`config.mk`:
```
export PLATFORM = sky130hd
export DESIGN_NAME = ultrasonic_ranger_gesture_latch_core
export DESIGN_NICKNAME = d
export VERILOG_FILES = /design/src/rtl/urgl_pkg.sv /design/src/rtl/ultrasonic_ranger_gesture_latch_core.sv /design/src/rtl/urgl_ctrl.sv /design/src/rtl/urgl_scale.sv /design/src/rtl/urgl_judge.sv
export SDC_FILE = /design/constraint.sdc
export NUM_CORES = 1
export LEC_CHECK = 0
export BUFFER_PORTS_ARGS = -buffer_cell sky130_fd_sc_hd__buf_2
export CAP_MARGIN = 20
export CELL_PAD_IN_SITES_DETAIL_PLACEMENT = 1
export CELL_PAD_IN_SITES_GLOBAL_PLACEMENT = 2
export CORE_MARGIN = 2
export CORE_UTILIZATION = 41
export DETAILED_ROUTE_END_ITERATION = 10
export GPL_TIMING_DRIVEN = 0
export PLACE_DENSITY = 0.88
export SLEW_MARGIN = 20
export SYNTH_ARGS = -nofsm -noshare
export SYNTH_HDL_FRONTEND = slang
export SYNTH_SLANG_ARGS = --single-unit
```
`constraint.sdc`:
```
create_clock -name i_clk -period 11.6 [get_ports i_clk]
set_input_delay 1.16 -clock i_clk [delete_from_list [all_inputs] [get_ports i_clk]]
set_output_delay 1.16 -clock i_clk [all_outputs]
set_load 0.03 [all_outputs]
```
`src/rtl/urgl_pkg.sv`:
```
package urgl_pkg;

    // Tick timing
    localparam int TICKS_PER_MS    = 1000;
    localparam int TRIG_LOW_TICKS  = 2;
    localparam int TRIG_HIGH_TICKS = 10;

    // Field widths
    localparam int TICK_W  = 16;
    localparam int PRE_W   = 10;
    localparam int MS_W    = 16;
    localparam int DIST_W  = 15;
    localparam int THR_W   = 13;
    localparam int HYS_W   = 10;
    localparam int CFG_W   = 16;
    localparam int CFGIX_W = 2;

    // Reset values of the registers
    localparam logic [THR_W-1:0]  THRESHOLD_RST  = 13'd160;
    localparam logic [HYS_W-1:0]  HYSTERESIS_RST = 10'd48;
    localparam logic [MS_W-1:0]   COOLDOWN_RST   = 16'd500;
    localparam logic [TICK_W-1:0] TIMEOUT_RST    = 16'd30000;
    localparam logic [DIST_W-1:0] DIST_ERR       = 15'd16;

    // Distance scaling: q4 = floor((us*343 + 625) / 1250)
    // Division done as multiply by ceil(2^36/1250), exact for a 25-bit numerator.
    localparam int                 SCALE_W     = 25;
    localparam int                 RECIP_W     = 26;
    localparam int                 PROD_W      = SCALE_W + RECIP_W;
    localparam int                 RECIP_SHIFT = 36;
    localparam logic [SCALE_W-1:0] SCALE_MUL   = 25'd343;
    localparam logic [SCALE_W-1:0] SCALE_ADD   = 25'd625;
    localparam logic [RECIP_W-1:0] RECIP       = 26'd54975582;

    typedef enum logic [2:0] {
        PH_IDLE,
        PH_TLOW,
        PH_THIGH,
        PH_WAIT,
        PH_MEAS
    } t_phase;

    typedef enum logic [CFGIX_W-1:0] {
        CFG_THRESHOLD,
        CFG_HYSTERESIS,
        CFG_COOLDOWN,
        CFG_TIMEOUT
    } t_cfg_idx;

    // Per-tick flags carried down the pipeline
    typedef struct packed {
        logic trig;
        logic busy;
        logic done;
        logic error;
        logic succ;   // measurement finished with a valid echo width
        logic wrap;   // millisecond boundary in this tick
    } t_flags;

endpackage

```
`src/rtl/ultrasonic_ranger_gesture_latch_core.sv`:
```
// Ultrasonic ranger with latched gesture detector. Every input transfer is one
// microsecond tick (start command and sampled echo level) and yields exactly one
// result transfer. The block takes one tick per clock cycle; each tick passes in turn
// through the control stage, two multiply stages for the echo-to-distance scaling
// and the gesture and result register, and the whole pipeline holds while the
// result is not taken. Configuration writes are always accepted and should only be
// made while no ticks are in flight.
module ultrasonic_ranger_gesture_latch_core (
    input  logic                         i_clk,
    input  logic                         i_rst_n,
    // Tick input
    input  logic                         i_s_tvalid,
    output logic                         o_s_tready,
    input  logic [7:0]                   i_s_tdata,   // [0] cmd, [1] echo
    // Result output
    output logic                         o_m_tvalid,
    input  logic                         i_m_tready,
    output logic [23:0]                  o_m_tdata,   // [0] trig, [1] busy_res,
                                                      // [2] done_res, [3] error,
                                                      // [18:4] distance_q4, [19] gesture
    // Register writes
    input  logic                         i_cfg_valid,
    output logic                         o_cfg_ready,
    input  logic [urgl_pkg::CFGIX_W-1:0] i_cfg_index,
    input  logic [urgl_pkg::CFG_W-1:0]   i_cfg_data
);
    import urgl_pkg::*;

    logic              w_adv;
    logic              w_accept;

    logic [THR_W-1:0]  r_threshold;
    logic [HYS_W-1:0]  r_hysteresis;
    logic [MS_W-1:0]   r_cooldown;
    logic [TICK_W-1:0] r_timeout;

    logic              w_v1, w_v3, w_vo;
    t_flags            w_f1, w_f3, w_fo;
    logic [TICK_W-1:0] w_ticks;
    logic [DIST_W-1:0] w_dist3, w_disto;
    logic              w_gest;

    // Whole pipeline moves when the result register is free or being drained
    assign w_adv      = !o_m_tvalid || i_m_tready;
    assign o_s_tready = w_adv;
    assign w_accept   = i_s_tvalid && w_adv;

    // Configuration registers
    assign o_cfg_ready = 1'b1;

    always_ff @(posedge i_clk) begin
        if (!i_rst_n) begin
            r_threshold  <= THRESHOLD_RST;
            r_hysteresis <= HYSTERESIS_RST;
            r_cooldown   <= COOLDOWN_RST;
            r_timeout    <= TIMEOUT_RST;
        end else if (i_cfg_valid) begin
            case (t_cfg_idx'(i_cfg_index))
                CFG_THRESHOLD:  r_threshold  <= i_cfg_data[THR_W-1:0];
                CFG_HYSTERESIS: r_hysteresis <= i_cfg_data[HYS_W-1:0];
                CFG_COOLDOWN:   r_cooldown   <= i_cfg_data[MS_W-1:0];
                CFG_TIMEOUT:    r_timeout    <= i_cfg_data[TICK_W-1:0];
                default:        r_timeout    <= r_timeout;
            endcase
        end
    end

    urgl_ctrl u_ctrl (
        .i_clk     (i_clk),
        .i_rst_n   (i_rst_n),
        .i_adv     (w_adv),
        .i_accept  (w_accept),
        .i_cmd     (i_s_tdata[0]),
        .i_echo    (i_s_tdata[1]),
        .i_timeout (r_timeout),
        .o_valid   (w_v1),
        .o_flags   (w_f1),
        .o_ticks   (w_ticks)
    );

    urgl_scale u_scale (
        .i_clk   (i_clk),
        .i_rst_n (i_rst_n),
        .i_adv   (w_adv),
        .i_valid (w_v1),
        .i_flags (w_f1),
        .i_ticks (w_ticks),
        .o_valid (w_v3),
        .o_flags (w_f3),
        .o_dist  (w_dist3)
    );

    urgl_judge u_judge (
        .i_clk        (i_clk),
        .i_rst_n      (i_rst_n),
        .i_adv        (w_adv),
        .i_valid      (w_v3),
        .i_flags      (w_f3),
        .i_dist       (w_dist3),
        .i_threshold  (r_threshold),
        .i_hysteresis (r_hysteresis),
        .i_cooldown   (r_cooldown),
        .o_valid      (w_vo),
        .o_flags      (w_fo),
        .o_dist       (w_disto),
        .o_gesture    (w_gest)
    );

    // Result packing
    assign o_m_tvalid = w_vo;
    assign o_m_tdata  = {4'd0, w_gest, w_disto, w_fo.error, w_fo.done, w_fo.busy, w_fo.trig};

`ifndef ASSERT_OFF
    // A gesture is only reported with a successful completion
    a_gest_done: assert property (@(posedge i_clk) disable iff (!i_rst_n)
        o_m_tvalid && o_m_tdata[19] |-> o_m_tdata[2] && !o_m_tdata[3])
        else $error("gesture without successful completion");

    // The completion tick leaves the ranger idle
    a_done_idle: assert property (@(posedge i_clk) disable iff (!i_rst_n)
        o_m_tvalid && o_m_tdata[2] |-> !o_m_tdata[1])
        else $error("done while still busy");

    // A timed-out measurement reports one centimetre
    a_err_dist: assert property (@(posedge i_clk) disable iff (!i_rst_n)
        o_m_tvalid && o_m_tdata[2] && o_m_tdata[3] |-> w_disto == DIST_ERR)
        else $error("error completion with wrong distance");

    // Pipeline holds while the result is stalled
    a_stall_hold: assert property (@(posedge i_clk) disable iff (!i_rst_n)
        o_m_tvalid && !i_m_tready |=> w_v3 == $past(w_v3) && w_v1 == $past(w_v1))
        else $error("pipeline moved during stall");
`endif

endmodule

```
`src/rtl/urgl_ctrl.sv`:
```
module urgl_ctrl (
    input  logic                        i_clk,
    input  logic                        i_rst_n,
    input  logic                        i_adv,
    input  logic                        i_accept,
    input  logic                        i_cmd,
    input  logic                        i_echo,
    input  logic [urgl_pkg::TICK_W-1:0] i_timeout,
    output logic                        o_valid,
    output urgl_pkg::t_flags            o_flags,
    output logic [urgl_pkg::TICK_W-1:0] o_ticks
);
    import urgl_pkg::*;

    t_phase              r_phase, n_phase, w_eff_phase;
    logic [TICK_W-1:0]   r_ticks, n_ticks, w_eff_ticks;
    logic                r_err, n_err, w_eff_err;
    logic [PRE_W-1:0]    r_pre, n_pre;
    logic                w_wrap;
    logic                w_done;
    logic                w_to_err;

    logic                r_valid;
    t_flags              r_flags;
    logic [TICK_W-1:0]   r_out_ticks;

    // Millisecond prescaler
    always_comb begin
        w_wrap = (r_pre == PRE_W'(TICKS_PER_MS - 1));
        n_pre  = w_wrap ? '0 : r_pre + PRE_W'(1);
    end

    // Next state: start from idle, then per-phase sequencing
    always_comb begin
        w_eff_phase = r_phase;
        w_eff_ticks = r_ticks;
        w_eff_err   = r_err;
        if (r_phase == PH_IDLE && i_cmd) begin
            w_eff_phase = PH_TLOW;
            w_eff_ticks = '0;
            w_eff_err   = 1'b0;
        end
        n_phase = w_eff_phase;
        n_ticks = w_eff_ticks;
        n_err   = w_eff_err;
        case (w_eff_phase)
            PH_TLOW: begin
                n_ticks = w_eff_ticks + TICK_W'(1);
                if (n_ticks >= TICK_W'(TRIG_LOW_TICKS)) begin
                    n_phase = PH_THIGH;
                    n_ticks = '0;
                end
            end
            PH_THIGH: begin
                n_ticks = w_eff_ticks + TICK_W'(1);
                if (n_ticks >= TICK_W'(TRIG_HIGH_TICKS)) begin
                    n_phase = PH_WAIT;
                    n_ticks = '0;
                end
            end
            PH_WAIT: begin
                if (i_echo) begin
                    n_phase = PH_MEAS;
                    n_ticks = TICK_W'(1);
                end else if (w_eff_ticks >= i_timeout) begin
                    n_phase = PH_IDLE;
                    n_ticks = '0;
                    n_err   = 1'b1;
                end else begin
                    n_ticks = w_eff_ticks + TICK_W'(1);
                end
            end
            PH_MEAS: begin
                if (!i_echo) begin
                    n_phase = PH_IDLE;
                    n_ticks = '0;
                end else if (w_eff_ticks >= i_timeout) begin
                    n_phase = PH_IDLE;
                    n_ticks = '0;
                    n_err   = 1'b1;
                end else begin
                    n_ticks = w_eff_ticks + TICK_W'(1);
                end
            end
            default: begin
                n_phase = w_eff_phase;
            end
        endcase
    end

    // Outputs of this tick
    always_comb begin
        w_to_err = i_echo ? (w_eff_phase == PH_MEAS) : (w_eff_phase == PH_WAIT);
        w_to_err = w_to_err && (w_eff_ticks >= i_timeout);
        w_done   = w_to_err || (w_eff_phase == PH_MEAS && !i_echo);
    end

    always_ff @(posedge i_clk) begin
        if (!i_rst_n) begin
            r_phase <= PH_IDLE;
            r_ticks <= '0;
            r_err   <= 1'b0;
            r_pre   <= '0;
            r_valid <= 1'b0;
        end else if (i_adv) begin
            r_valid <= i_accept;
            if (i_accept) begin
                r_phase <= n_phase;
                r_ticks <= n_ticks;
                r_err   <= n_err;
                r_pre   <= n_pre;
            end
        end
    end

    // Stage payload
    always_ff @(posedge i_clk) begin
        if (i_adv && i_accept) begin
            r_flags.trig  <= (w_eff_phase == PH_THIGH);
            r_flags.busy  <= (n_phase != PH_IDLE);
            r_flags.done  <= w_done;
            r_flags.error <= n_err;
            r_flags.succ  <= w_done && !w_to_err;
            r_flags.wrap  <= w_wrap;
            r_out_ticks   <= w_eff_ticks;
        end
    end

    assign o_valid = r_valid;
    assign o_flags = r_flags;
    assign o_ticks = r_out_ticks;

endmodule

```
`src/rtl/urgl_scale.sv`:
```
module urgl_scale (
    input  logic                        i_clk,
    input  logic                        i_rst_n,
    input  logic                        i_adv,
    input  logic                        i_valid,
    input  urgl_pkg::t_flags            i_flags,
    input  logic [urgl_pkg::TICK_W-1:0] i_ticks,
    output logic                        o_valid,
    output urgl_pkg::t_flags            o_flags,
    output logic [urgl_pkg::DIST_W-1:0] o_dist
);
    import urgl_pkg::*;

    logic               r_v2, r_v3;
    t_flags             r_f2, r_f3;
    logic [SCALE_W-1:0] r_num, n_num;
    logic [DIST_W-1:0]  r_dist, n_dist;
    logic [PROD_W-1:0]  w_prod;

    // Numerator: us*343 + 625
    always_comb begin
        n_num = SCALE_W'(i_ticks) * SCALE_MUL + SCALE_ADD;
    end

    // Reciprocal multiply, quotient taken from the top bits
    always_comb begin
        w_prod = PROD_W'(r_num) * PROD_W'(RECIP);
        n_dist = w_prod[RECIP_SHIFT +: DIST_W];
    end

    always_ff @(posedge i_clk) begin
        if (!i_rst_n) begin
            r_v2 <= 1'b0;
            r_v3 <= 1'b0;
        end else if (i_adv) begin
            r_v2 <= i_valid;
            r_v3 <= r_v2;
        end
    end

    always_ff @(posedge i_clk) begin
        if (i_adv) begin
            r_f2   <= i_flags;
            r_num  <= n_num;
            r_f3   <= r_f2;
            r_dist <= n_dist;
        end
    end

    assign o_valid = r_v3;
    assign o_flags = r_f3;
    assign o_dist  = r_dist;

endmodule

```
`src/rtl/urgl_judge.sv`:
```
module urgl_judge (
    input  logic                        i_clk,
    input  logic                        i_rst_n,
    input  logic                        i_adv,
    input  logic                        i_valid,
    input  urgl_pkg::t_flags            i_flags,
    input  logic [urgl_pkg::DIST_W-1:0] i_dist,
    input  logic [urgl_pkg::THR_W-1:0]  i_threshold,
    input  logic [urgl_pkg::HYS_W-1:0]  i_hysteresis,
    input  logic [urgl_pkg::MS_W-1:0]   i_cooldown,
    output logic                        o_valid,
    output urgl_pkg::t_flags            o_flags,
    output logic [urgl_pkg::DIST_W-1:0] o_dist,
    output logic                        o_gesture
);
    import urgl_pkg::*;

    logic [MS_W-1:0]   r_ms, n_ms, w_ms_inc;
    logic              r_latched, n_latched;
    logic [DIST_W-1:0] r_dist, n_dist;
    logic              n_gest;
    logic [THR_W:0]    w_release;

    logic              r_valid;
    t_flags            r_flags;
    logic              r_gest;

    // Millisecond count, saturating
    always_comb begin
        w_ms_inc = r_ms;
        if (i_flags.wrap && r_ms != '1) begin
            w_ms_inc = r_ms + MS_W'(1);
        end
    end

    // Distance update and latched gesture decision
    always_comb begin
        w_release = (THR_W+1)'(i_threshold) + (THR_W+1)'(i_hysteresis);
        n_ms      = w_ms_inc;
        n_latched = r_latched;
        n_dist    = r_dist;
        n_gest    = 1'b0;
        if (i_flags.succ) begin
            n_dist = i_dist;
            if (r_latched) begin
                if (DIST_W'(i_dist) >= DIST_W'(w_release)) begin
                    n_latched = 1'b0;
                end
            end else if (i_dist <= DIST_W'(i_threshold) && w_ms_inc >= i_cooldown) begin
                n_latched = 1'b1;
                n_ms      = '0;
                n_gest    = 1'b1;
            end
        end else if (i_flags.done && i_flags.error) begin
            n_dist = DIST_ERR;
        end
    end

    always_ff @(posedge i_clk) begin
        if (!i_rst_n) begin
            r_ms      <= '0;
            r_latched <= 1'b0;
            r_dist    <= DIST_ERR;
            r_valid   <= 1'b0;
        end else if (i_adv) begin
            r_valid <= i_valid;
            if (i_valid) begin
                r_ms      <= n_ms;
                r_latched <= n_latched;
                r_dist    <= n_dist;
            end
        end
    end

    // Result register
    always_ff @(posedge i_clk) begin
        if (i_adv) begin
            r_flags <= i_flags;
            r_gest  <= n_gest;
        end
    end

    assign o_valid   = r_valid;
    assign o_flags   = r_flags;
    assign o_dist    = r_dist;
    assign o_gesture = r_gest;

endmodule
```
==> results.sh <==
export IMPL_antennaDiodeCount=0
export IMPL_maxCapViolations=0
export IMPL_vias=17600
export IMPL_grt_antenna_before_repair=2
export IMPL_initial_utilization_pct=41.6
export IMPL_min_path_type="reg2reg"
export IMPL_die_w_um=249
export IMPL_rows=89
export IMPL_clock_skew_ns=0.0122
export IMPL_cts_root_buf="clkbuf_16"
export IMPL_cts_sinks=200
export IMPL_post_cts_setup_buffers=0
export IMPL_drt_iter0_drc=646
export IMPL_path_common_cell="fa_1"
export IMPL_grt_pass1_vias=19800
export IMPL_place_gp_congestion=0.899
export IMPL_postRouteAntennaNets=0
export IMPL_crit_slowest_cell="a2111oi_0"
export IMPL_holdBufCountCts=0
export IMPL_num_io_pins=58
export IMPL_fin_ws_ns=3.10
export IMPL_worstPathArrival_ns=8.71
export IMPL_fin_crit_sh_pct=73.3
export IMPL_htreeDepth=4
export IMPL_synth_cells=2556
export IMPL_pre_cts_slack_ns=3.10
export IMPL_period_needed_ns=8.50
export IMPL_tightest_slew_ns=1.10
export IMPL_maxSlewHeadroom_pct=25.1
export IMPL_drc=0
export IMPL_path_clk_slew_ns=0.08
export IMPL_layout_common_cells="inv_1, ha_1, fa_1"
export IMPL_finalHoldViolCount=0
export IMPL_drt_pass1_iterations=5
export IMPL_ys_seq_elements=200
export IMPL_finalMaxSlewViolations=0
export IMPL_synth_avg_cell_area_um2=9.65
export IMPL_whs_ns=0.425
export IMPL_grt_pass1_wl_um=106000
export IMPL_portBuffers=45
export IMPL_synth_enable_flop_cells=79
export IMPL_r2r_slack_ns=3.10
export IMPL_clock_path_buffers=2
export IMPL_cp_end_kind="flip-flop"
export IMPL_cts_tree="yes"
export IMPL_worstSetupPathType="reg2reg"
export IMPL_max_freq_ghz=0.118
export IMPL_ys_types=76
export IMPL_routed_wl_um=65400
export IMPL_async_reset_ff_share_pct=0
export IMPL_ys_seq_area_share_pct=19.4
export IMPL_drive_gt1_share_pct=4.17
export IMPL_synthesis_area_um2=24700
export IMPL_die_h_um=249
export IMPL_core_um2=59200
export IMPL_worstSetupStartpointType="flip-flop"
export IMPL_cp_required_ns=11.81
export IMPL_layout_commonest_cell="inv_1"
export IMPL_fin_nets=3403
export IMPL_yosysWarnings=0
export IMPL_rsz0062_at_grt="no"
export IMPL_setup_tns_ns=0
export IMPL_grt_util_all_layers_pct=21.5
export IMPL_cts_buffers=17
export IMPL_cp_max_fo=7
export IMPL_viasPerCell=5.17
export IMPL_post_cts_resized=0
export IMPL_max_stage_delay_ns=0.94
export IMPL_dieArea_um2=62100
export IMPL_clk_latency_ns=0.47
export IMPL_finalSetupViolCount=0
export IMPL_ys_flop_type="dfxtp_1"
export IMPL_outcome="complete, no violations"
export IMPL_hpwl_um=56000
export IMPL_cp_cell_sequence="inv_1, ha_1, fa_1, inv_1, fa_1, fa_1, inv_1, fa_1, inv_1, fa_1, ha_1, ha_1, clkbuf_1, a21oi_1, o21ai_0, a2111oi_0, o2111ai_1, a41oi_1, o21a_1, o21bai_1, a21oi_1, xnor2_1"
export IMPL_grt_max_degree=47
export IMPL_avgRoutedWirePerCell_um=19.2
export IMPL_overflow=0
export IMPL_synthToLayoutAreaGrowth_pct=7.60
## synthesized netlist by cell type, types with 9 or more instances
cell type | count | area [um^2]
inv_1 | 645 | 2420
ha_1 | 415 | 5190
fa_1 | 331 | 6630
nand2_1 | 162 | 608
dfxtp_1 | 121 | 2420
a21oi_1 | 110 | 551
nor2_1 | 98 | 368
edfxtp_1 | 79 | 2370
xnor2_1 | 54 | 473
clkbuf_1 | 49 | 184
o21ai_0 | 46 | 230
a21o_1 | 43 | 323
nand3_1 | 41 | 205
xor2_1 | 25 | 219
o211ai_1 | 24 | 180
nand4_1 | 23 | 144
nor3_1 | 22 | 110
and2_1 | 20 | 125
a22oi_1 | 18 | 135
o21a_1 | 18 | 135
nor2b_1 | 15 | 93.8
a31oi_1 | 13 | 81.3
and3_1 | 13 | 81.3
nand2b_1 | 11 | 68.8
mux2i_1 | 10 | 100
a211oi_1 | 9 | 67.6
nor4_1 | 9 | 56.3
## logic make-up after synthesis
logic type | synth area share (%)
adder cells (fa/ha/maj) | 47.9
buffers and inverters | 10.9
AND/OR/NAND/NOR | 8.68
AO/OA/AOI/OAI | 9.75
flip-flops | 19.4
XOR/XNOR | 2.81
multiplexers | 0.452
other | 0.0305
## flip-flops by register name, summed over array words and instances (netlist names), 3 cells and up
register,cells
r_cooldown,16
r_hysteresis,10
r_threshold,13
r_timeout,16
u_ctrl.o_flags,6
u_ctrl.o_ticks,16
u_ctrl.r_phase,3
u_ctrl.r_pre,10
u_ctrl.r_ticks,16
u_judge.o_dist,15
u_judge.o_flags,4
u_judge.r_ms,16
u_scale.o_dist,15
u_scale.o_flags,6
u_scale.r_f2,6
u_scale.r_num,25
## final cells by class
| class | count | area (um^2) |
|---|---|---|
| flip-flops and latches | 200 | 4790 |
| clock buffers | 17 | 425 |
| inverters | 645 | 2420 |
| well taps | 773 | 967 |
| repair buffers | 48 | 290 |
| plain buffers | 61 | 265 |
| clock inverters | 15 | 168 |
| multi-input cells | 1653 | 17200 |
| fillers | 6821 | 32700 |
## worst paths after layout
check,from,to,depth (start not counted)
worst min-delay path,u_scale.r_f2[4]$_DFFE_PN_,u_scale.o_flags[4]$_DFFE_PN_,0
worst max register to register,u_scale.r_num[23]$_DFFE_PN_,u_scale.o_dist[11]$_DFFE_PN_,22
worst max-delay path,u_scale.r_num[23]$_DFFE_PN_,u_scale.o_dist[11]$_DFFE_PN_,22
worst min register to register,u_scale.r_f2[4]$_DFFE_PN_,u_scale.o_flags[4]$_DFFE_PN_,0
## metrics by stage
step                cells  util, %  cell area [um^2]
floorplan            2559        -             24700
CTS                  3412     44.8             26500
global route         3412     44.8             26500
detailed placement   3380     43.8             25900
finish               3412     44.8             26500
global placement     3377     43.6             25900
## worst max-delay path: cells and delay by family (launching register included)
family	cells	cell delay [ns]
fa+ha+maj	8	3.51
compound gates	8	3.09
buf+inv	5	0.85
flops	1	0.68
xor+xnor	1	0.10
## routing by layer
layer	track usage (%)	up-vias	part of all wire, %
met5	0	-	0
met4	7.01	0	3.0
met3	2.09	88	2.9
met2	38.4	255	50
met1	27.4	8903	44
li1	-	8381	-
Power is not shown: default switching activity piles up to over one toggle a cycle in this logic, so the estimate is an artifact.
